==> src/hw/rtl/bbc_pkg.sv <==
// ----------------------------------------------------------------------------
// bbc_pkg: shared types and constants of the binary/bcd converter
// stage record handed from cell to cell, digit count, decimal limit
// ----------------------------------------------------------------------------
package bbc_pkg;

  localparam int unsigned NumCells = 8;
  localparam int unsigned NibW     = 4;
  localparam int unsigned WordW    = 32;
  localparam int unsigned SumW     = 28;

  localparam logic [WordW-1:0] DecLimit = 32'd100000000;
  localparam logic [NibW-1:0]  MaxDigit = 4'd9;

  // operation codes
  localparam logic OpToBcd = 1'b0;
  localparam logic OpToBin = 1'b1;

  // state carried along the cell chain
  typedef struct packed {
    logic             op;
    logic             ovf;
    logic             bad;
    logic [WordW-1:0] bin_rest;
    logic [WordW-1:0] bcd_rest;
    logic [WordW-1:0] digits;
    logic [SumW-1:0]  sum;
  } stage_t;

  // true when every nibble of a packed word is a decimal digit
  function automatic logic all_digits_valid(logic [WordW-1:0] w);
    logic ok;
    ok = 1'b1;
    for (int d = 0; d < NumCells; d++) begin
      if (w[NibW*d +: NibW] > MaxDigit) begin
        ok = 1'b0;
      end
    end
    return ok;
  endfunction

endpackage

==> src/hw/rtl/bbc_if.sv <==
// ----------------------------------------------------------------------------
// bbc_if: valid/ready channels of the binary/bcd converter
// request channel (operation and both operands) and result channel
// ----------------------------------------------------------------------------
interface bbc_in_if;
  logic        valid;
  logic        ready;
  logic        operation;
  logic [31:0] binary_in;
  logic [31:0] bcd_in;

  modport source (output valid, output operation, output binary_in, output bcd_in,
                  input ready);
  modport sink   (input valid, input operation, input binary_in, input bcd_in,
                  output ready);
endinterface

interface bbc_out_if;
  logic        valid;
  logic        ready;
  logic [31:0] bcd_out;
  logic [27:0] binary_out;
  logic        overflow;
  logic        invalid_digit;

  modport source (output valid, output bcd_out, output binary_out, output overflow,
                  output invalid_digit, input ready);
  modport sink   (input valid, input bcd_out, input binary_out, input overflow,
                  input invalid_digit, output ready);
endinterface

==> src/hw/rtl/bbc_cell.sv <==
// ----------------------------------------------------------------------------
// bbc_cell: one cell of the conversion chain
// takes one nibble of each operand: four double-dabble shifts for binary to
// bcd, one multiply-by-ten-and-add for bcd to binary; registered output
// ----------------------------------------------------------------------------
module bbc_cell (
  input  logic            clk_i,
  input  logic            rst_ni,
  input  logic            valid_i,
  output logic            ready_o,
  input  bbc_pkg::stage_t stage_i,
  output logic            valid_o,
  input  logic            ready_i,
  output bbc_pkg::stage_t stage_o
);
  import bbc_pkg::*;

  logic   valid_d, valid_q;
  stage_t stage_d, stage_q;

  // one nibble of work on both conversions
  function automatic stage_t cell_step(stage_t s);
    stage_t           r;
    logic [NibW-1:0]  bin_nib;
    logic [NibW-1:0]  bcd_nib;
    logic [WordW-1:0] dig;
    r       = s;
    bin_nib = s.bin_rest[WordW-1 -: NibW];
    bcd_nib = s.bcd_rest[WordW-1 -: NibW];
    dig     = s.digits;
    // double dabble, carries out of the top digit drop off (modulo 10^8)
    for (int b = 0; b < NibW; b++) begin
      for (int d = 0; d < NumCells; d++) begin
        if (dig[NibW*d +: NibW] >= 4'd5) begin
          dig[NibW*d +: NibW] = NibW'(dig[NibW*d +: NibW] + 4'd3);
        end
      end
      dig = {dig[WordW-2:0], bin_nib[NibW-1-b]};
    end
    r.digits   = dig;
    r.bin_rest = {s.bin_rest[WordW-NibW-1:0], {NibW{1'b0}}};
    // horner step: sum * 10 + nibble, nibbles above nine weighted as well
    r.sum      = (s.sum << 3) + (s.sum << 1) + {{(SumW-NibW){1'b0}}, bcd_nib};
    r.bad      = s.bad | (bcd_nib > MaxDigit);
    r.bcd_rest = {s.bcd_rest[WordW-NibW-1:0], {NibW{1'b0}}};
    return r;
  endfunction

  // take a word when empty or when the neighbour takes ours
  assign ready_o = !valid_q || ready_i;

  always_comb begin
    valid_d = ready_o ? valid_i : valid_q;
    stage_d = cell_step(stage_i);
  end

  // control register
  always_ff @(posedge clk_i or negedge rst_ni) begin
    if (!rst_ni) begin
      valid_q <= 1'b0;
    end else begin
      valid_q <= valid_d;
    end
  end

  // payload register
  always_ff @(posedge clk_i) begin
    if (ready_o && valid_i) begin
      stage_q <= stage_d;
    end
  end

  assign valid_o = valid_q;
  assign stage_o = stage_q;

endmodule

==> src/hw/rtl/binary_bcd_converter_8digit.sv <==
// ----------------------------------------------------------------------------
// binary_bcd_converter_8digit: eight-digit binary/bcd converter
// binary to packed bcd (modulo 10^8, with overflow) or packed bcd to binary
// (weighted sum, with invalid-digit flag), chosen per word
//
//   channel | dir | fields
//   in_i    | in  | operation, binary_in, bcd_in
//   out_o   | out | bcd_out, binary_out, overflow, invalid_digit
//
// one word per cycle sustained while the result side keeps taking words; each
// cell of the chain registers the word and takes one nibble of the operand
// reset clears the valid bit of every cell; payload registers are not reset
// ready ripples back through the chain, so empty cells fill while the
// result in the last cell waits to be taken
// ----------------------------------------------------------------------------
module binary_bcd_converter_8digit (
  input  logic          clk_i,
  input  logic          rst_ni,
  bbc_in_if.sink        in_i,
  bbc_out_if.source     out_o
);
  import bbc_pkg::*;

  logic   [NumCells:0] valid_c;
  logic   [NumCells:0] ready_c;
  stage_t              stage_c [NumCells+1];

  // entry record, overflow compared up front
  always_comb begin
    stage_c[0].op       = in_i.operation;
    stage_c[0].ovf      = (in_i.binary_in >= DecLimit);
    stage_c[0].bad      = 1'b0;
    stage_c[0].bin_rest = in_i.binary_in;
    stage_c[0].bcd_rest = in_i.bcd_in;
    stage_c[0].digits   = '0;
    stage_c[0].sum      = '0;
  end

  assign valid_c[0] = in_i.valid;
  assign in_i.ready = ready_c[0];

  // chain of cells
  for (genvar k = 0; k < NumCells; k++) begin : g_cell
    bbc_cell u_cell (
      .clk_i   (clk_i),
      .rst_ni  (rst_ni),
      .valid_i (valid_c[k]),
      .ready_o (ready_c[k]),
      .stage_i (stage_c[k]),
      .valid_o (valid_c[k+1]),
      .ready_i (ready_c[k+1]),
      .stage_o (stage_c[k+1])
    );
  end

  // result word, fields of the other operation read as zero
  assign ready_c[NumCells]   = out_o.ready;
  assign out_o.valid         = valid_c[NumCells];
  assign out_o.bcd_out       = (stage_c[NumCells].op == OpToBcd) ? stage_c[NumCells].digits : '0;
  assign out_o.overflow      = (stage_c[NumCells].op == OpToBcd) && stage_c[NumCells].ovf;
  assign out_o.binary_out    = (stage_c[NumCells].op == OpToBin) ? stage_c[NumCells].sum : '0;
  assign out_o.invalid_digit = (stage_c[NumCells].op == OpToBin) && stage_c[NumCells].bad;

`ifndef SYNTHESIS
  // words in flight change only by what is taken in and handed out
  a_occupancy: assert property (@(posedge clk_i) disable iff (!rst_ni)
    $past(rst_ni) |->
      $countones(valid_c[NumCells:1]) ==
        $countones($past(valid_c[NumCells:1])) + $past(in_i.valid && in_i.ready)
        - $past(out_o.valid && out_o.ready))
    else $error("cell chain occupancy out of step with handshakes");

  // the input stalls only when the first cell holds a word
  a_stall_full: assert property (@(posedge clk_i) disable iff (!rst_ni)
    !in_i.ready |-> valid_c[1])
    else $error("input stalled with first cell empty");

  // binary to bcd always yields decimal digits
  a_digits_ok: assert property (@(posedge clk_i) disable iff (!rst_ni)
    out_o.valid |-> all_digits_valid(out_o.bcd_out))
    else $error("non-decimal digit in bcd result");
`endif

endmodule

==> src/flat_wrapper.sv <==
// flat-port wrapper written by rule: the top's interface ports become plain ports
module binary_bcd_converter_8digit_flat import bbc_pkg::*;
  (clk_i, rst_ni, in_i_valid, in_i_operation, in_i_binary_in, in_i_bcd_in, in_i_ready, out_o_valid, out_o_bcd_out, out_o_binary_out, out_o_overflow, out_o_invalid_digit, out_o_ready);
  bbc_in_if in_i_i ();
  bbc_out_if out_o_i ();
  input  logic clk_i;
  input  logic rst_ni;
  input wire logic [$bits(in_i_i.valid)-1:0] in_i_valid;
  input wire logic [$bits(in_i_i.operation)-1:0] in_i_operation;
  input wire logic [$bits(in_i_i.binary_in)-1:0] in_i_binary_in;
  input wire logic [$bits(in_i_i.bcd_in)-1:0] in_i_bcd_in;
  output wire logic [$bits(in_i_i.ready)-1:0] in_i_ready;
  output wire logic [$bits(out_o_i.valid)-1:0] out_o_valid;
  output wire logic [$bits(out_o_i.bcd_out)-1:0] out_o_bcd_out;
  output wire logic [$bits(out_o_i.binary_out)-1:0] out_o_binary_out;
  output wire logic [$bits(out_o_i.overflow)-1:0] out_o_overflow;
  output wire logic [$bits(out_o_i.invalid_digit)-1:0] out_o_invalid_digit;
  input wire logic [$bits(out_o_i.ready)-1:0] out_o_ready;
  assign in_i_i.valid = in_i_valid;
  assign in_i_i.operation = in_i_operation;
  assign in_i_i.binary_in = in_i_binary_in;
  assign in_i_i.bcd_in = in_i_bcd_in;
  assign in_i_ready = in_i_i.ready;
  assign out_o_valid = out_o_i.valid;
  assign out_o_bcd_out = out_o_i.bcd_out;
  assign out_o_binary_out = out_o_i.binary_out;
  assign out_o_overflow = out_o_i.overflow;
  assign out_o_invalid_digit = out_o_i.invalid_digit;
  assign out_o_i.ready = out_o_ready;
  binary_bcd_converter_8digit u_core (.clk_i(clk_i), .rst_ni(rst_ni), .in_i(in_i_i), .out_o(out_o_i));
endmodule
==> config.mk <==
export PLATFORM = sky130hd
export DESIGN_NAME = binary_bcd_converter_8digit_flat
export DESIGN_NICKNAME = d
export VERILOG_FILES = /design/src/hw/rtl/bbc_pkg.sv /design/src/hw/rtl/bbc_if.sv /design/src/hw/rtl/bbc_cell.sv /design/src/hw/rtl/binary_bcd_converter_8digit.sv /design/src/flat_wrapper.sv
export SDC_FILE = /design/constraint.sdc
export NUM_CORES = 1
export LEC_CHECK = 0
export ABC_AREA = 1
export BUFFER_PORTS_ARGS = -buffer_cell sky130_fd_sc_hd__buf_4
export CAP_MARGIN = 15
export CORE_AREA = 8 8 271 273
export CTS_BUF_LIST = sky130_fd_sc_hd__clkbuf_16
export CTS_CLUSTER_SIZE = 28
export DETAILED_ROUTE_END_ITERATION = 10
export DIE_AREA = 0 0 279 281
export GPL_TIMING_DRIVEN = 0
export PLACE_DENSITY = 0.79
export SKIP_CTS_REPAIR_TIMING = 1
export SKIP_LAST_GASP = 1
export SLEW_MARGIN = 30
export SYNTH_ARGS = -nofsm -noshare
export SYNTH_HDL_FRONTEND = slang
export SYNTH_SLANG_ARGS = --single-unit
==> constraint.sdc <==
create_clock -name clk_i -period 4.1 [get_ports clk_i]
set_input_delay 0.41 -clock clk_i [delete_from_list [all_inputs] [get_ports clk_i]]
set_output_delay 0.41 -clock clk_i [all_outputs]
set_load 0.01 [all_outputs]
; ---- Yosys cells after proc, flatten, opt, wreduce, memory -nomap -nowiden
; Index checks and enable logic that the tools add are counted.
[word_totals]
ff_bits = 640
out_inout_bits = 64
input_bits = 69
wordCells = 783
[classes]
order_cmp = 229
n_reduce_logical = 26
addsub = 234
bitwise = 8
n_mux = 222
[ops]
columns = cell, n
row1 = greater-or-equal comparator 4 x 3 -> 1 bit (second input constant), 212
row2 = adder 4 x 2 -> 4 bit (second input constant), 189
row3 = two-way mux 4 bit, 189
row4 = two-way mux 3 bit, 29
row5 = adder 3 x 2 -> 3 bit (second input constant), 23
row6 = greater-or-equal comparator 32 x 27 -> 1 bit (second input constant), 1
row7 = greater-than comparator 4 bit (second input constant), 8
row8 = two-way mux 32 bit, 1
row9 = adder 28 bit, 1
row10 = adder 28 x 4 -> 28 bit, 1
row11 = two-way mux 28 bit, 1
row12 = adder 27 bit, 1
row13 = adder 27 x 4 -> 27 bit, 1
row14 = adder 26 bit, 1
row15 = adder 26 x 4 -> 26 bit, 1
row16 = adder 23 x 4 -> 24 bit, 1
row17 = adder 22 x 20 -> 23 bit, 1
row18 = adder 1 x 2 -> 3 bit (both inputs constant), 7
row19 = greater-or-equal comparator 1 x 3 -> 1 bit (both inputs constant), 7
row20 = adder 18 x 4 -> 19 bit, 1
row21 = adder 17 x 15 -> 18 bit, 1
row22 = adder 13 x 4 -> 14 bit, 1
row23 = adder 12 x 10 -> 13 bit, 1
row24 = logical AND 1 bit, 10
row25 = other kinds (9), 30

; ---- Longest topological paths before layout
[depth]
depth_word = 10
ltp_mapped = 30
depth_no_buf = 30

; ---- Modules after synthesis
; A second synthesis with hierarchy kept.
[hier_totals]
cells_unflattened = 8131
area_unflattened_um2 = 70189.8
[by_module_without_submodules]
columns = module, n_inst, area_per_inst_um2, seq_area_each_um2, cells_per_inst
row1 = bbc_cell at u_core.g_cell[2].u_cell ..., 6, 8680.8, 3598.5, 992
row2 = bbc_cell at u_core.g_cell[0].u_cell ..., 2, 8684.6, 3598.5, 1000
row3 = binary_bcd_converter_8digit, 1, 735.7, 0.0, 179

; ---- Least setup slack after synthesis
; Ideal clock, no wire load.
[synth_timing]
path_type = register -> register
from = reg u_core.g_cell[7].u_cell.valid_q
to = reg u_core.g_cell[0].u_cell.stage_q (netlist bit u_core.g_cell[0].u_cell.stage_o[0]), enable pin
n_path_buf = 0
stages_incl_launch_ff = 18
period_less_slack_ps = 4583
setup_time_ps = 496
path_slack_ps = -483
arrival_time_ps = 4087
required_ps = 3604
path_cell_list = dfrtp_1 > inv_1 > nor2_1 > inv_1 > nor2_1 > inv_1 > nor2_1 > inv_1 > nor2_1 > inv_1 > nor2_1 > inv_1 > nor2_1 > inv_1 > nor2_1 > inv_1 > nor2_1 > nor2_1
[synth_between]
elab_chain_len = 10
[synth_rtl]
columns = element, line_no
row1 = "start, declared", bbc_cell.sv:18  ; logic valid_d, valid_q;
row2 = "start signal, assigned", bbc_cell.sv:62  ; valid_q <= valid_d;
row3 = zero test 1 bit, bbc_cell.sv:50  ; assign ready_o = !valid_q || ready_i;
row4 = logical OR 1 bit (8 in a row), bbc_cell.sv:50
row5 = logical AND 1 bit, bbc_cell.sv:68  ; if (ready_o && valid_i) begin
row6 = "end signal, assigned", bbc_cell.sv:69  ; stage_q <= stage_d;
row7 = "end, declared", bbc_cell.sv:19  ; stage_t stage_d, stage_q;
; No other way between the ends.
; A chain may end at the register's enable or synchronous reset.

==> results.tsv <==
stage	metric	value	unit
placement	placed cell count	5468	
global_route	global-route congestion overflow total	0	
timing	Slew @ Worst Pin	0.682	ns
worst_setup_path	Critical Path Most Common Cell	nand2_1	
layout	non-filler cells, final	5652	
worst_setup_path	WS Path Type	flip-flop to flip-flop	
outcome	status	finished, final reports clean	
cts	H-tree levels	3	
worst_setup_path	Slowest-stage cell, CP	edfxtp_1	
worst_setup_path	Critical Path Start Type	flip-flop	
timing	worst setup margin	0.382	ns
worst_setup_path	Worst setup EP type	flip-flop	
layout	n_diodes	0	
cts	TritonCTS clock tree	yes	
global_route	largest net degree at the start of global routing	64	
global_route	number of global-route vias before repair	28125	
yosys	Synth Register Bits	567	
timing	final setup fails	0	
die	Starting Density	55.2	%
yosys	syn nets	4795	
placement	RePlAce Congestion	0.836	
route	Pre-antenna DRT Iters	6	
route	drt initial violations	1212	
layout	Final nets	5076	
placement	hpwl dp	52500	microns
yosys	synth unique cells	49	
timing	ratio of final minimum period to clock period	90.7	%
job	max_cap viols	0	
placement	area post-placement	40900	sq um
die	Die W	279	microns
yosys	Post-Syn Area	38200	sq um
timing	Final Max Slew Viols	0	
placement	pre-CTS setup slack	0.305	ns
layout	Area growth syn-to-layout	14.7	%
worst_setup_path	Worst Path Arrival	4.06	ns
cts	clk slew on worst S/H paths	0.05	ns
timing	worst-case clock skew	0.0191	ns
timing	Fmax	0.269	GHz
route	via count	28562	
cts	CTS buffer count	66	
die	Die Height	281	microns
global_route	first-pass GRT wire length	120000	microns
layout	fin area	43900	sq um
die	# rows	97	
timing	Hold Slack	0.0347	ns
worst_setup_path	Worst Path Required	4.44	ns
timing	min Tclk post-route	3.72	ns
global_route	Tot GR Track Use	17.8	%
die	Die Area	78400	sq um
cts	clock sink total	567	
route	DRC	0	
hold_path	Hold Crit Class	input pin to flip-flop	
placement	# port buffers	132	
yosys	yosys warns	0	
route	remaining antenna violation count after routing	0	
worst_setup_path	Crit Path Max Fanout	4	
die	core area	69300	sq um
route	Vias/cell	5.05	
cts	root buf cell	clkbuf_16	
layout	ratio of cells with drive above 1 in the final layout	13.3	%
timing	final hold violations	0	
route	DR WL/cell	12.4	microns
cts	clk buf depth	3	
cts	worst skew pair latency	0.60	ns
yosys	post-synthesis cell count	4379	
worst_setup_path	slowest stage delay, CP	0.49	ns
global_route	initial antenna violation count	0	
die	IO Count	133	
yosys	sequential-to-total area share from yosys stat	44.4	%
yosys	syn avg cell area	8.73	sq um
route	Final Routed Wirelength	70100	microns
timing	worst rel slew slack	54.5	%
layout by cell type, fill, tap and decap left out, types with 7 or more instances in the layout:
cell	n
nand2_1	1248
inv_1	718
edfxtp_1	559
ha_1	332
nand3_1	281
nand2_2	166
a21oi_1	139
o21ai_0	135
buf_4	135
nor2_1	134
xor2_1	124
nand3_2	85
clkbuf_16	69
o21ai_1	67
nand4_1	63
dlygate4sd3_1	61
xnor2_1	45
o21ai_2	42
inv_2	34
o211ai_1	27
clkinv_1	16
nand3b_1	15
nand3_4	14
fa_1	14
buf_16	14
a21o_1	12
bufinv_16	12
and2_1	11
o21bai_1	11
a21boi_0	10
clkinv_2	10
dfrtp_1	8
a31oi_1	7
clkbuf_1	7
xor2_2	7
o21a_1	7
metrics by stage:
stage          utilization (%)  TNS [ns]
2_1_floorplan                -         0
3_3_place_gp              58.3   -139.01
3_5_place_dp              59.0         0
4_1_cts                   62.3         0
5_1_grt                   63.3  -0.00651
6_report                  63.3         0
cells in the mapped netlist (all sizes together):
cell / number / area, sq um
clkinv: 5 / 18.8
a31oi: 7 / 43.8
xnor2: 46 / 410
o21bai: 11 / 82.6
o211ai: 27 / 203
a211oi: 4 / 30.0
a21oi: 141 / 721
o21ai: 245 / 1400
a31o: 1 / 8.76
a21o: 12 / 90.1
o311a: 1 / 10.0
nand2: 1419 / 5780
o2111ai: 2 / 17.5
dfrtp: 8 / 200
a211o: 1 / 8.76
or2: 6 / 37.5
a21boi: 16 / 124
edfxtp: 559 / 16800
inv: 748 / 2810
nand3: 380 / 2500
nor2: 138 / 518
o311ai: 2 / 17.5
o22ai: 4 / 25.0
and2: 12 / 75.1
nor3: 5 / 25.0
nor4: 6 / 37.5
nand4: 63 / 394
xor2: 132 / 1220
a41o: 1 / 10.0
clkbuf: 7 / 26.3
nand3b: 15 / 113
fa: 14 / 280
ha: 333 / 4170
a311oi: 1 / 8.76
o21a: 7 / 52.6
registers in the layout, summed over array words and instances (netlist names):
signal                        flops
u_core.g_cell.u_cell.stage_o    559
u_core.g_cell.u_cell.valid_o      8
cell type report:
cell class	count	area, sq um
fillers	5462	25400
multi-input cells	3052	18400
flip-flops and latches	567	17000
inverters	753	2840
repair buffers	213	2060
clock buffers	69	1730
well taps	940	1180
clock inverters	51	592
plain buffers	7	26.3
path summary, 6_finish.rpt:
check                                                     from                                   end  slack (ns)  depth (start not counted)
max in group asynchronous                               rst_ni       u_core.g_cell[1].u_cell.valid_o        3.77                          2
setup / recovery           u_core.g_cell[5].u_cell.stage_o[56]   u_core.g_cell[6].u_cell.stage_o[57]        0.38                         28
hold reg to reg            u_core.g_cell[0].u_cell.stage_o[82]   u_core.g_cell[1].u_cell.stage_o[86]        0.40                          0
setup reg to reg           u_core.g_cell[5].u_cell.stage_o[56]   u_core.g_cell[6].u_cell.stage_o[57]        0.38                         28
min in group asynchronous                               rst_ni       u_core.g_cell[7].u_cell.valid_o        0.18                          2
hold / removal                               in_i_binary_in[4]  u_core.g_cell[0].u_cell.stage_o[100]        0.03                          1
worst max-delay path, delay by kind of cell, from the launching register on:
kind	cells	cell delay, ns
and+or+nand+nor	15	1.38
xor gates and xnor gates	1	0.20
adders and majority gates	5	0.88
AOI/OAI and AO/OA	1	0.19
buffers and inverters	6	0.36
DFF	1	0.49
logic make-up (layout without fill, tap and decap cells):
kind of cell / Yosys count / count (layout) / share of synthesized area, %
DFF: 567 / 567 / 44.4
buffers and inverters: 760 / 1093 / 7.46
and+or+nand+nor: 2044 / 2044 / 24.8
adders and majority gates: 347 / 347 / 11.6
xor gates and xnor gates: 178 / 178 / 4.25
AOI/OAI and AO/OA: 483 / 483 / 7.45
routing by layer:
| layer | GRT usage [%] | wire (microns) |
|---|---|---|
| met5 | 0 | 0 |
| met4 | 5.53 | 2060 |
| met3 | 2.87 | 2370 |
| met2 | 35.2 | 36900 |
| met1 | 19.1 | 28800 |
Power is left out: the tool's default activity adds up to more than one toggle a clock period on the data nets, which glitch-free logic cannot reach.
